==> src/oale_pkg.sv <==
// Shared types and constants for the ordered array list engine.
package oale_pkg;

    localparam int CAPACITY = 64;
    localparam int ADDR_W   = $clog2(CAPACITY);
    localparam int CNT_W    = 7;
    localparam int VAL_W    = 32;
    localparam int POS_W    = 7;
    localparam int MODE_W   = 3;
    localparam int STAT_W   = 2;

    typedef enum logic [MODE_W-1:0] {
        MODE_INSERT = 3'd0,
        MODE_DELETE = 3'd1,
        MODE_GET    = 3'd2,
        MODE_FIND   = 3'd3,
        MODE_CLEAR  = 3'd4
    } mode_t;

    typedef enum logic [STAT_W-1:0] {
        ST_OK       = 2'd0,
        ST_FULL     = 2'd1,
        ST_BADPOS   = 2'd2,
        ST_NOTFOUND = 2'd3
    } status_t;

    // controller -> datapath
    typedef struct packed {
        logic capture;   // latch the incoming request
        logic check;     // latch status, set up the walk pointer
        logic step;      // issue one store read and move the pointer
        logic put;       // write the inserted value
        logic finish;    // update the count and load the result register
    } cmd_t;

    // datapath -> controller
    typedef struct packed {
        logic need_walk;
        logic is_insert;
        logic walk_end;
        logic pend;
        logic hit;
        logic out_busy;
    } stat_t;

endpackage

==> src/oale_ctrl.sv <==
// Sequencer for the ordered array list engine.
module oale_ctrl (
    input  logic           aclk,
    input  logic           aresetn,
    input  logic           s_tvalid,
    output logic           s_tready,
    input  oale_pkg::stat_t st,
    output oale_pkg::cmd_t  cmd
);
    import oale_pkg::*;

    typedef enum logic [4:0] {
        S_IDLE  = 5'b00001,
        S_CHECK = 5'b00010,
        S_WALK  = 5'b00100,
        S_PUT   = 5'b01000,
        S_DONE  = 5'b10000
    } state_t;

    state_t state_reg, state_next;

    always_ff @(posedge aclk) begin
        if (!aresetn) begin
            state_reg <= S_IDLE;
        end else begin
            state_reg <= state_next;
        end
    end

    always_comb begin
        state_next = state_reg;
        cmd        = '0;
        s_tready   = 1'b0;
        unique case (state_reg)
            S_IDLE: begin
                s_tready = 1'b1;
                if (s_tvalid) begin
                    cmd.capture = 1'b1;
                    state_next  = S_CHECK;
                end
            end
            S_CHECK: begin
                cmd.check  = 1'b1;
                state_next = st.need_walk ? S_WALK : S_DONE;
            end
            S_WALK: begin
                cmd.step = !st.walk_end && !st.hit;
                if (st.hit) begin
                    state_next = S_DONE;
                end else if (st.walk_end && !st.pend) begin
                    state_next = st.is_insert ? S_PUT : S_DONE;
                end
            end
            S_PUT: begin
                cmd.put    = 1'b1;
                state_next = S_DONE;
            end
            S_DONE: begin
                if (!st.out_busy) begin
                    cmd.finish = 1'b1;
                    state_next = S_IDLE;
                end
            end
            default: begin
                state_next = S_IDLE;
            end
        endcase
    end

endmodule

==> src/oale_dp.sv <==
// Datapath: element store, count, walk pointer and result register.
module oale_dp (
    input  logic                               aclk,
    input  logic                               aresetn,
    input  logic [oale_pkg::MODE_W-1:0]        in_mode,
    input  logic [oale_pkg::POS_W-1:0]         in_position,
    input  logic signed [oale_pkg::VAL_W-1:0]  in_value,
    input  oale_pkg::cmd_t                     cmd,
    output oale_pkg::stat_t                    st,
    input  logic                               out_ready,
    output logic                               out_valid,
    output logic [oale_pkg::STAT_W-1:0]        out_status,
    output logic signed [oale_pkg::VAL_W-1:0]  out_data,
    output logic [oale_pkg::POS_W-1:0]         out_found,
    output logic [oale_pkg::CNT_W-1:0]         out_length
);
    import oale_pkg::*;

    logic [VAL_W-1:0] mem [CAPACITY];

    logic [MODE_W-1:0] mode_reg;
    logic [POS_W-1:0]  pos_reg;
    logic [VAL_W-1:0]  value_reg;
    logic [CNT_W-1:0]  count_reg, count_next;
    logic [CNT_W-1:0]  ptr_reg, ptr_next;
    logic [CNT_W-1:0]  rd_idx_reg;
    logic              rd_pend_reg;
    logic [VAL_W-1:0]  rdata_reg;
    logic [STAT_W-1:0] stat_reg, stat_next;
    logic [POS_W-1:0]  found_reg;

    logic              out_valid_reg;
    logic [STAT_W-1:0] res_status_reg;
    logic [VAL_W-1:0]  res_data_reg;
    logic [POS_W-1:0]  res_found_reg;
    logic [CNT_W-1:0]  res_length_reg;

    logic             is_ins, is_del, is_get, is_find, is_clr;
    logic [CNT_W-1:0] pos_m1;
    logic [CNT_W-1:0] rd_ptr;
    logic             we;
    logic [ADDR_W-1:0] wa;
    logic [VAL_W-1:0] wd;
    logic             hit;
    logic             walk_end;

    assign is_ins  = (mode_reg == MODE_INSERT);
    assign is_del  = (mode_reg == MODE_DELETE);
    assign is_get  = (mode_reg == MODE_GET);
    assign is_find = (mode_reg == MODE_FIND);
    assign is_clr  = (mode_reg == MODE_CLEAR);
    assign pos_m1  = pos_reg - CNT_W'(1);

    // request check against the current count
    always_comb begin
        stat_next = ST_OK;
        unique case (mode_reg)
            MODE_INSERT: begin
                if (count_reg >= CNT_W'(CAPACITY)) begin
                    stat_next = ST_FULL;
                end else if (pos_reg == '0 || pos_reg > count_reg + CNT_W'(1)) begin
                    stat_next = ST_BADPOS;
                end
            end
            MODE_DELETE, MODE_GET: begin
                if (pos_reg == '0 || pos_reg > count_reg) begin
                    stat_next = ST_BADPOS;
                end
            end
            MODE_FIND: begin
                stat_next = ST_NOTFOUND;
            end
            default: begin
                stat_next = ST_OK;
            end
        endcase
    end

    assign st = '{
        need_walk: is_find || ((is_ins || is_del || is_get) && stat_next == ST_OK),
        is_insert: is_ins,
        walk_end:  walk_end,
        pend:      rd_pend_reg,
        hit:       hit,
        out_busy:  out_valid_reg && !out_ready
    };

    // insert walks down from the top, the others walk up
    always_comb begin
        walk_end = 1'b0;
        rd_ptr   = ptr_reg;
        ptr_next = ptr_reg + CNT_W'(1);
        if (is_ins) begin
            walk_end = (ptr_reg == pos_m1);
            rd_ptr   = ptr_reg - CNT_W'(1);
            ptr_next = ptr_reg - CNT_W'(1);
        end else if (is_del) begin
            walk_end = (ptr_reg + CNT_W'(1) >= count_reg);
            rd_ptr   = ptr_reg + CNT_W'(1);
        end else if (is_get) begin
            walk_end = (ptr_reg == pos_reg);
        end else begin
            walk_end = (ptr_reg == count_reg);
        end
    end

    assign hit = rd_pend_reg && is_find && (rdata_reg == value_reg);

    // shift write-back happens in the cycle after its read
    assign we = (rd_pend_reg && (is_ins || is_del)) || cmd.put;
    assign wa = cmd.put ? pos_m1[ADDR_W-1:0] : rd_idx_reg[ADDR_W-1:0];
    assign wd = cmd.put ? value_reg : rdata_reg;

    always_ff @(posedge aclk) begin
        if (we) begin
            mem[wa] <= wd;
        end
        if (cmd.step) begin
            rdata_reg <= mem[rd_ptr[ADDR_W-1:0]];
        end
    end

    always_ff @(posedge aclk) begin
        if (cmd.capture) begin
            mode_reg  <= in_mode;
            pos_reg   <= in_position;
            value_reg <= in_value;
        end
        if (cmd.check) begin
            stat_reg  <= stat_next;
            found_reg <= '0;
            if (is_ins) begin
                ptr_reg <= count_reg;
            end else if (is_find) begin
                ptr_reg <= '0;
            end else begin
                ptr_reg <= pos_m1;
            end
        end else if (cmd.step) begin
            ptr_reg <= ptr_next;
        end
        if (cmd.step) begin
            rd_idx_reg <= ptr_reg;
        end
        if (hit) begin
            stat_reg  <= ST_OK;
            found_reg <= rd_idx_reg + CNT_W'(1);
        end
    end

    always_comb begin
        count_next = count_reg;
        if (is_clr) begin
            count_next = '0;
        end else if (is_ins && stat_reg == ST_OK) begin
            count_next = count_reg + CNT_W'(1);
        end else if (is_del && stat_reg == ST_OK) begin
            count_next = count_reg - CNT_W'(1);
        end
    end

    always_ff @(posedge aclk) begin
        if (!aresetn) begin
            count_reg     <= '0;
            rd_pend_reg   <= 1'b0;
            out_valid_reg <= 1'b0;
        end else begin
            rd_pend_reg <= cmd.step;
            if (cmd.finish) begin
                count_reg     <= count_next;
                out_valid_reg <= 1'b1;
            end else if (out_ready) begin
                out_valid_reg <= 1'b0;
            end
        end
    end

    always_ff @(posedge aclk) begin
        if (cmd.finish) begin
            res_status_reg <= stat_reg;
            res_data_reg   <= (is_get && stat_reg == ST_OK) ? rdata_reg : '0;
            res_found_reg  <= is_find ? found_reg : '0;
            res_length_reg <= count_next;
        end
    end

    assign out_valid  = out_valid_reg;
    assign out_status = res_status_reg;
    assign out_data   = res_data_reg;
    assign out_found  = res_found_reg;
    assign out_length = res_length_reg;

endmodule

==> src/ordered_array_list_engine_top.sv <==
// Top level of the ordered array list engine.
//
//  channel | dir | tdata fields (low bit first)                      | tuser
//  s_      | in  | mode[2:0] position[9:3] value[41:10], pad to 48    | -
//  m_      | out | status[1:0] data[33:2] found_position[40:34]
//          |     | length[47:41]                                      | -
//
// One request at a time; the next one can be taken from the cycle the result shows.
// Clear, unused modes and rejected requests go straight to the result without a walk.
// Insert, delete and find walk the store one entry per cycle through its single read
// and single write port.
// aresetn is synchronous, active low, and empties the list; the store is not cleared.
// A new request is taken while a result waits in the output register; the next
// result then stalls until m_tready takes the previous one.
module ordered_array_list_engine_top (
    input  logic        aclk,
    input  logic        aresetn,
    input  logic        s_tvalid,
    output logic        s_tready,
    input  logic [47:0] s_tdata,   // mode[2:0], position[9:3], value[41:10]
    output logic        m_tvalid,
    input  logic        m_tready,
    output logic [47:0] m_tdata    // status[1:0], data[33:2], found_position[40:34],
                                   // length[47:41]
);
    import oale_pkg::*;

    cmd_t  cmd;
    stat_t st;

    logic [STAT_W-1:0]        res_status;
    logic signed [VAL_W-1:0]  res_data;
    logic [POS_W-1:0]         res_found;
    logic [CNT_W-1:0]         res_length;

    oale_ctrl u_ctrl (
        .aclk     (aclk),
        .aresetn  (aresetn),
        .s_tvalid (s_tvalid),
        .s_tready (s_tready),
        .st       (st),
        .cmd      (cmd)
    );

    oale_dp u_dp (
        .aclk        (aclk),
        .aresetn     (aresetn),
        .in_mode     (s_tdata[2:0]),
        .in_position (s_tdata[9:3]),
        .in_value    (s_tdata[41:10]),
        .cmd         (cmd),
        .st          (st),
        .out_ready   (m_tready),
        .out_valid   (m_tvalid),
        .out_status  (res_status),
        .out_data    (res_data),
        .out_found   (res_found),
        .out_length  (res_length)
    );

    assign m_tdata = {res_length, res_found, res_data, res_status};

endmodule
==> config.mk <==
export PLATFORM = sky130hd
export DESIGN_NAME = ordered_array_list_engine_top
export DESIGN_NICKNAME = d
export VERILOG_FILES = /design/src/oale_pkg.sv /design/src/oale_ctrl.sv /design/src/oale_dp.sv /design/src/ordered_array_list_engine_top.sv
export SDC_FILE = /design/constraint.sdc
export NUM_CORES = 2
export LEC_CHECK = 0
export ABC_AREA = 0
export BUFFER_PORTS_ARGS = -buffer_cell sky130_fd_sc_hd__buf_2
export CORE_AREA = 2 2 332 417
export CTS_CLUSTER_DIAMETER = 50
export DETAILED_ROUTE_END_ITERATION = 7
export DIE_AREA = 0 0 334 419
export HOLD_SLACK_MARGIN = 0.03
export PLACE_DENSITY = 0.79
export SLEW_MARGIN = 10
export SYNTH_ARGS = -nofsm -noshare
export SYNTH_HDL_FRONTEND = slang
export SYNTH_SLANG_ARGS = --single-unit
==> constraint.sdc <==
create_clock -name aclk -period 5.26 [get_ports aclk]
set_clock_uncertainty 0.1 [all_clocks]
set_input_delay 1.052 -clock aclk [delete_from_list [all_inputs] [get_ports aclk]]
set_output_delay 1.052 -clock aclk [all_outputs]
set_load 0.005 [all_outputs]
After elaboration in Yosys (flattened, before gate mapping) --
Memory sizes are Yosys's and may differ from the RTL's. A register that Yosys moved wholly into a read port is not among the register bits. Cells that the tools add are included.
Storage, ports and cells: register bits 127, RAM bits 2048, output and inout bits 50, word-level logic and storage cells 111, memories 1
Operators by class: add/sub/neg operators 6, magnitude comparators 4, equality and inequality tests 16, mux-type cells 40, reductions and logical operators 29
Memory list:
- u_dp.mem | words 64, bits a word 32, read ports 1, clocked after Yosys merged registers in 1, wr ports 1, RTL line oale_dp.sv:19 | logic [VAL_W-1:0] mem [CAPACITY];
Operator list (number):
- 7-bit two-way mux | 10
- 32-bit == test | 1
- 32-bit two-way mux | 1
- 5-bit two-way mux | 6
- 5-bit one-hot mux with 5 select lines | 1
- 7-bit by 1-bit adder with 7-bit output, second input constant | 3
- 7-bit == test | 3
- 7-bit by 1-bit subtractor with 7-bit output, second input constant | 3
- 6-bit two-way mux | 3
- 1-bit two-way mux | 15
- 7-bit > comparator | 2
- 1-bit logical AND | 10
- 7-bit >= comparator | 1
- 7-bit >= comparator, second input constant | 1
- 7-bit logical NOT | 1
- 3-bit by 2-bit == test with 1-bit output, second input constant | 2
- 1-bit logical OR | 6
- 2-bit two-way mux | 3
- 2-bit one-hot mux with 3 select lines | 1
- 2-bit nonzero test | 3
- 5-bit by 1-bit == test with 1-bit output, second input constant | 1
- 5-bit by 2-bit == test with 1-bit output, second input constant | 1
- 5-bit by 3-bit == test with 1-bit output, second input constant | 1
- 5-bit by 4-bit == test with 1-bit output, second input constant | 1
- other kinds (10) | 15

Logic depth before layout (Yosys ltp) --
word-level depth 11, mapped depth 14, mapped depth without buffers 13

Modules after synthesis --
Synthesis repeated with hierarchy kept, for this count alone.
Unflattened totals: cell total of the unflattened synthesis 4628, area, all modules 87400.1 um2
By module, submodules not included:
- oale_dp | instances 1, cells each 4586, area each 87047.2 um2
- oale_ctrl | instances 1, cells each 42, area each 352.8 um2

Least setup slack after synthesis --
No wires, ideal clock.
kind register -> register, start register u_dp.pos_reg[2], end memory u_dp.mem[57][0], enable pin, data arrival time 3.261 ns, setup slack 1.478 ns, cell stages (with the launch flop) 8, path buffers 1, clock period less this slack 3.782 ns, cell sequence edfxtp_1 -> clkbuf_1 -> nor3_1 -> nor3b_1 -> xor2_1 -> mux2_2 -> nand2_1 -> nor2_1
Between the ends: cells in the longest elaborated chain, start to end 2
Ends and longest elaborated chain:
- from (decl) | RTL line oale_dp.sv:22 | logic [POS_W-1:0] pos_reg;
- from (signal assigned) | RTL line oale_dp.sv:126 | pos_reg <= in_position;
- 7-bit by 1-bit subtractor with 7-bit output | RTL line oale_dp.sv:52 | assign pos_m1 = pos_reg - CNT_W'(1);
- 6-bit two-way mux | RTL line oale_dp.sv:111 | assign wa = cmd.put ? pos_m1[ADDR_W-1:0] : rd_idx_reg[ADDR_W-1:0];
- to (decl) | RTL line oale_dp.sv:19
No other way between the ends.

Final worst setup path --
start register u_dp.ptr_reg[0], end register u_dp.rdata_reg[12], read port of u_dp.mem, data pin
Between the ends: cells in the longest elaborated chain, start to end 7, elaborated cells between the ends (all ways) 14, those cells by class add/sub: 2; order compare: 1; eq/ne: 3; mux: 6; reduce/logical: 2
Ends and longest elaborated chain:
- from (decl) | RTL line oale_dp.sv:25 | logic [CNT_W-1:0] ptr_reg, ptr_next;
- from (signal assigned) | RTL line oale_dp.sv:133 | ptr_reg <= count_reg;
- from (signal assigned) | RTL line oale_dp.sv:137 | ptr_reg <= pos_m1;
- from (signal assigned) | RTL line oale_dp.sv:140 | ptr_reg <= ptr_next;
- 7-bit by 1-bit adder with 7-bit output, or another cell as far along | RTL line oale_dp.sv:98 | walk_end = (ptr_reg + CNT_W'(1) >= count_reg);
- 7-bit >= comparator / 1-bit two-way mux (equally long branches) | RTL line oale_dp.sv:98, oale_dp.sv:100
- 1-bit two-way mux | RTL line oale_dp.sv:97 | end else if (is_del) begin
- 1-bit two-way mux | RTL line oale_dp.sv:93 | if (is_ins) begin
- 1-bit logical NOT | RTL line oale_ctrl.sv:47 | cmd.step = !st.walk_end && !st.hit;
- 1-bit logical AND | RTL line oale_ctrl.sv:47
- 1-bit two-way mux | RTL line oale_ctrl.sv:34 | unique case (state_reg)
- to (decl) | RTL line oale_dp.sv:28 | logic [VAL_W-1:0] rdata_reg;
Several ways; a longest one is shown, not always the timed one. A chain may end at the register's enable or synchronous reset.

==> results.py <==
metrics = {
    "floorplanning": {
        "die_w_um": 334,
        "dieArea_um2": 140000,
        "placementRows": 152,
        "fp.coreArea_um2": 136000,
        "io_pins": 102,
        "start_util": 0.626,
        "die_h_um": 419,
    },
    "worst_setup_path": {
        "critPathCapture": "u_dp.rdata_reg[12]",
        "start_kind": "flip-flop",
        "crit-reg2reg-launch": "u_dp.ptr_reg[0]",
        "crit_chain": "buf_4, inv_1, ha_1, xor2_1, nor2_1, a21oi_4, buf_4, nand2_1, a311oi_1, nor2_1, o22ai_1, or4_1",
        "required_ns": 5.83,
        "end_kind": "flip-flop",
        "critical_path_arrival_ns": 5.09,
        "r2r.worst_path.cells": 12,
        "rrSetupSlack_ns": 0.74,
        "critPathMaxStageDelay_ns": 0.63,
        "startpoint": "u_dp.ptr_reg[0]",
        "crit_fanout": 49,
        "r2r-end": "u_dp.rdata_reg[12]",
        "crit_slowest_cell": "buf_4",
        "critPathKind": "flip-flop to flip-flop",
    },
    "sta": {
        "slew_viol_final": 0,
        "clock.fmax_mhz": 221,
        "rsz0062_at_grt": "no",
        "finalHoldViolations": 0,
        "setup_viol": 0,
        "fin_setup_tns_ns": 0,
        "slew_headroom": 0.0801,
        "post-route-period-util": 0.859,
        "worstMarginPinSlew_ns": 1.38,
        "period_minus_slack_ns": 4.52,
    },
    "final_layout": {
        "multiInputGateArea_um2": 17900,
        "syn2layout_area_growth_pct": 12.5,
        "final_util": 0.704,
        "seqCellArea_um2": 66100,
        "largest_reg_flops": 2048,
        "layout-drive-gt1-share": 0.129,
        "fill_cells": 7913,
        "fin_cells": 7762,
        "fin_nets": 5898,
        "top_register": "u_dp.mem",
    },
    "route": {
        "dr_total_vias": 54600,
        "ant_nets": 0,
        "viasPerCell": 7.04,
        "totalWireLength_um": 238000,
        "dr.pass1.iters": 8,
        "drtIter0Drc": 9272,
        "routedWlPerCell_um": 30.7,
        "drc_errors": 2,
    },
    "logic_synthesis": {
        "synthFlopType": "edfxtp_1",
        "synth.most_common_cell": "edfxtp_1",
        "synth-simple-area-share": 0.0749,
        "synth_top_area_frac": 0.772,
        "synthCells": 5645,
        "syn-num-nets": 5724,
        "synth_xor_area_frac": 0.00839,
        "yosys.cell_types.count": 68,
        "synth_top_family_by_area": "compound AO/OA/AOI/OAI gates",
        "syn_area_per_cell_um2": 15.1,
        "synth_fa_ha_area_frac": 0.00397,
        "async_flop_share": 0,
        "synth_compound_area_frac": 0.109,
        "synth_common_cells": "edfxtp_1, nand2_1, o22ai_1",
        "synth.cell_area_um2": 85200,
        "ys_seq_elements": 2207,
        "synth_edf_count": 2191,
        "seq_area_frac_synth": 0.776,
        "ys_top_cells_by_area": "edfxtp_1, nand2_1, o221ai_1, a311oi_1, o22ai_1",
        "yosys_warnings": 0,
        "yosys.area.top_type": "edfxtp_1",
        "synth_mux_area_frac": 0.00661,
    },
    "clock_network": {
        "cts_resized": 0,
        "postCtsHoldBufs": 0,
        "cts_tree": "built",
        "cts-root-buf": "clkbuf_16",
        "worst_skew_pair.late_latency_ns": 0.84,
        "postCtsSetupBuffers": 0,
        "cts.sinks": 2207,
        "clkTransAtPathRegs_ns": 0.06,
        "clockBufferDepth": 3,
        "htreeDepth": 4,
        "cts_buffers": 186,
    },
    "grt": {
        "antenna_found_initial": 29,
        "grt_pass1_vias": 52500,
        "grt_use_total": 0.336,
        "grt_pass1_wl_um": 341000,
        "grt_start_max_net_pins": 119,
        "grt_overflow": 0,
    },
    "run_status": {
        "status": "complete, but fails checks",
        "violations": "DRC",
    },
    "power": {
        "p_leak_nw": 30.9,
        "power_density_nw_per_um2": 392,
        "power.total_mw": 37.6,
        "ir_worst_vdd_uv": 294,
    },
    "min_path": {
        "hp-class": "input port to flip-flop",
    },
    "flow_run": {
        "cap_violations": 0,
    },
    "placed_design": {
        "place_congestion": 0.953,
        "io_buffers": 95,
        "dpl.cell_count": 7402,
        "hpwlAfterDp_um": 132000,
    },
}
[routing by layer]
| metal | share of wire | GRT usage | up-vias | wire [um] |
|---|---|---|---|---|
| met4 | 0.070 | 0.217 | 24 | 16600 |
| li1 | - | - | 22600 | - |
| met1 | 0.33 | 0.433 | 26800 | 78500 |
| met3 | 0.13 | 0.0717 | 737 | 32100 |
| met5 | 0.00067 | 0 | - | 159 |
| met2 | 0.47 | 0.524 | 4505 | 111000 |
[cell families after synthesis]
group                    count (synthesis)
buffers and inverters                  419
AND/OR/NAND/NOR                       1577
adder cells (fa/ha/maj)                 27
XOR/XNOR                                79
AO/OA/AOI/OAI                         1284
multiplexers                            52
flip-flops                            2207
[power breakdown]
part,total [mW],switching (mW),internal [mW]
combinational,4.44,3.05,1.39
clock,13.9,6.14,7.73
sequential,19.3,0.107,19.2
[worst max-delay path: cells and delay by family, from the launching register on]
kind            cells  cell delay [ns]
buf+inv             3             1.05
xor+xnor            1             0.31
compound gates      3             1.38
simple gates        4             0.68
fa+ha+maj           1             0.44
flops               1             0.36
[area by class of cell]
class                      instances  share of cell area
timing repair buffer             383              0.0352
clock buffer                     224              0.0506
antenna                           14            0.000366
inverter                          22            0.000862
multi-input combinational       3019               0.187
clock inverter                   122              0.0133
sequential                      2207               0.690
tap                             1771              0.0231
[cells in the final DEF (no fill, tap or decap), types with 16 or more instances in the layout]
cell type	netlist	routed
clkinv_1	0	50
nor2_4	0	64
nor2_1	320	255
o21ai_1	26	26
clkbuf_1	230	35
inv_1	21	20
mux2_2	34	33
o22ai_1	354	354
ha_1	27	27
a31oi_1	257	256
clkbuf_16	0	188
bufinv_16	0	23
nand3_1	23	20
buf_12	0	59
buf_2	133	95
o221ai_1	257	257
o21ai_0	54	54
xnor2_1	51	51
xor2_1	25	25
edfxtp_1	2191	2191
a311oi_1	255	255
and3_1	41	41
clkinv_2	0	26
dfxtp_1	16	16
or4_1	33	33
nand2_1	1088	1088
a21oi_1	30	28
mux2i_1	18	18
buf_4	7	229
[worst min path at each step]
stage	from	endpoint	slack [ns]	depth (start not counted)
floorplan	u_dp.ptr_reg[4]	u_dp.rd_idx_reg[4]	0.32	0
global placement	u_dp.out_valid	u_dp.out_valid	0.43	2
detailed placement	u_dp.out_valid	u_dp.out_valid	0.44	2
CTS	s_tdata[17]	u_dp.value_reg[7]	0.25	1
global route	s_tdata[17]	u_dp.value_reg[7]	0.28	1
finish	s_tdata[17]	u_dp.value_reg[7]	0.29	1
[per-stage QoR]
step / setup WS [ns] / instance area, um2 / hold slack, ns
after global placement: 0.953 / 89700 / 0.427
after global routing: 0.670 / 95800 / 0.277
final: 0.741 / 95800 / 0.287
after detailed placement: 0.950 / 89700 / 0.439
after CTS: 0.885 / 95800 / 0.251
after floorplan: 1.48 / 85200 / 0.321
Power figures use the tool's default switching activity.
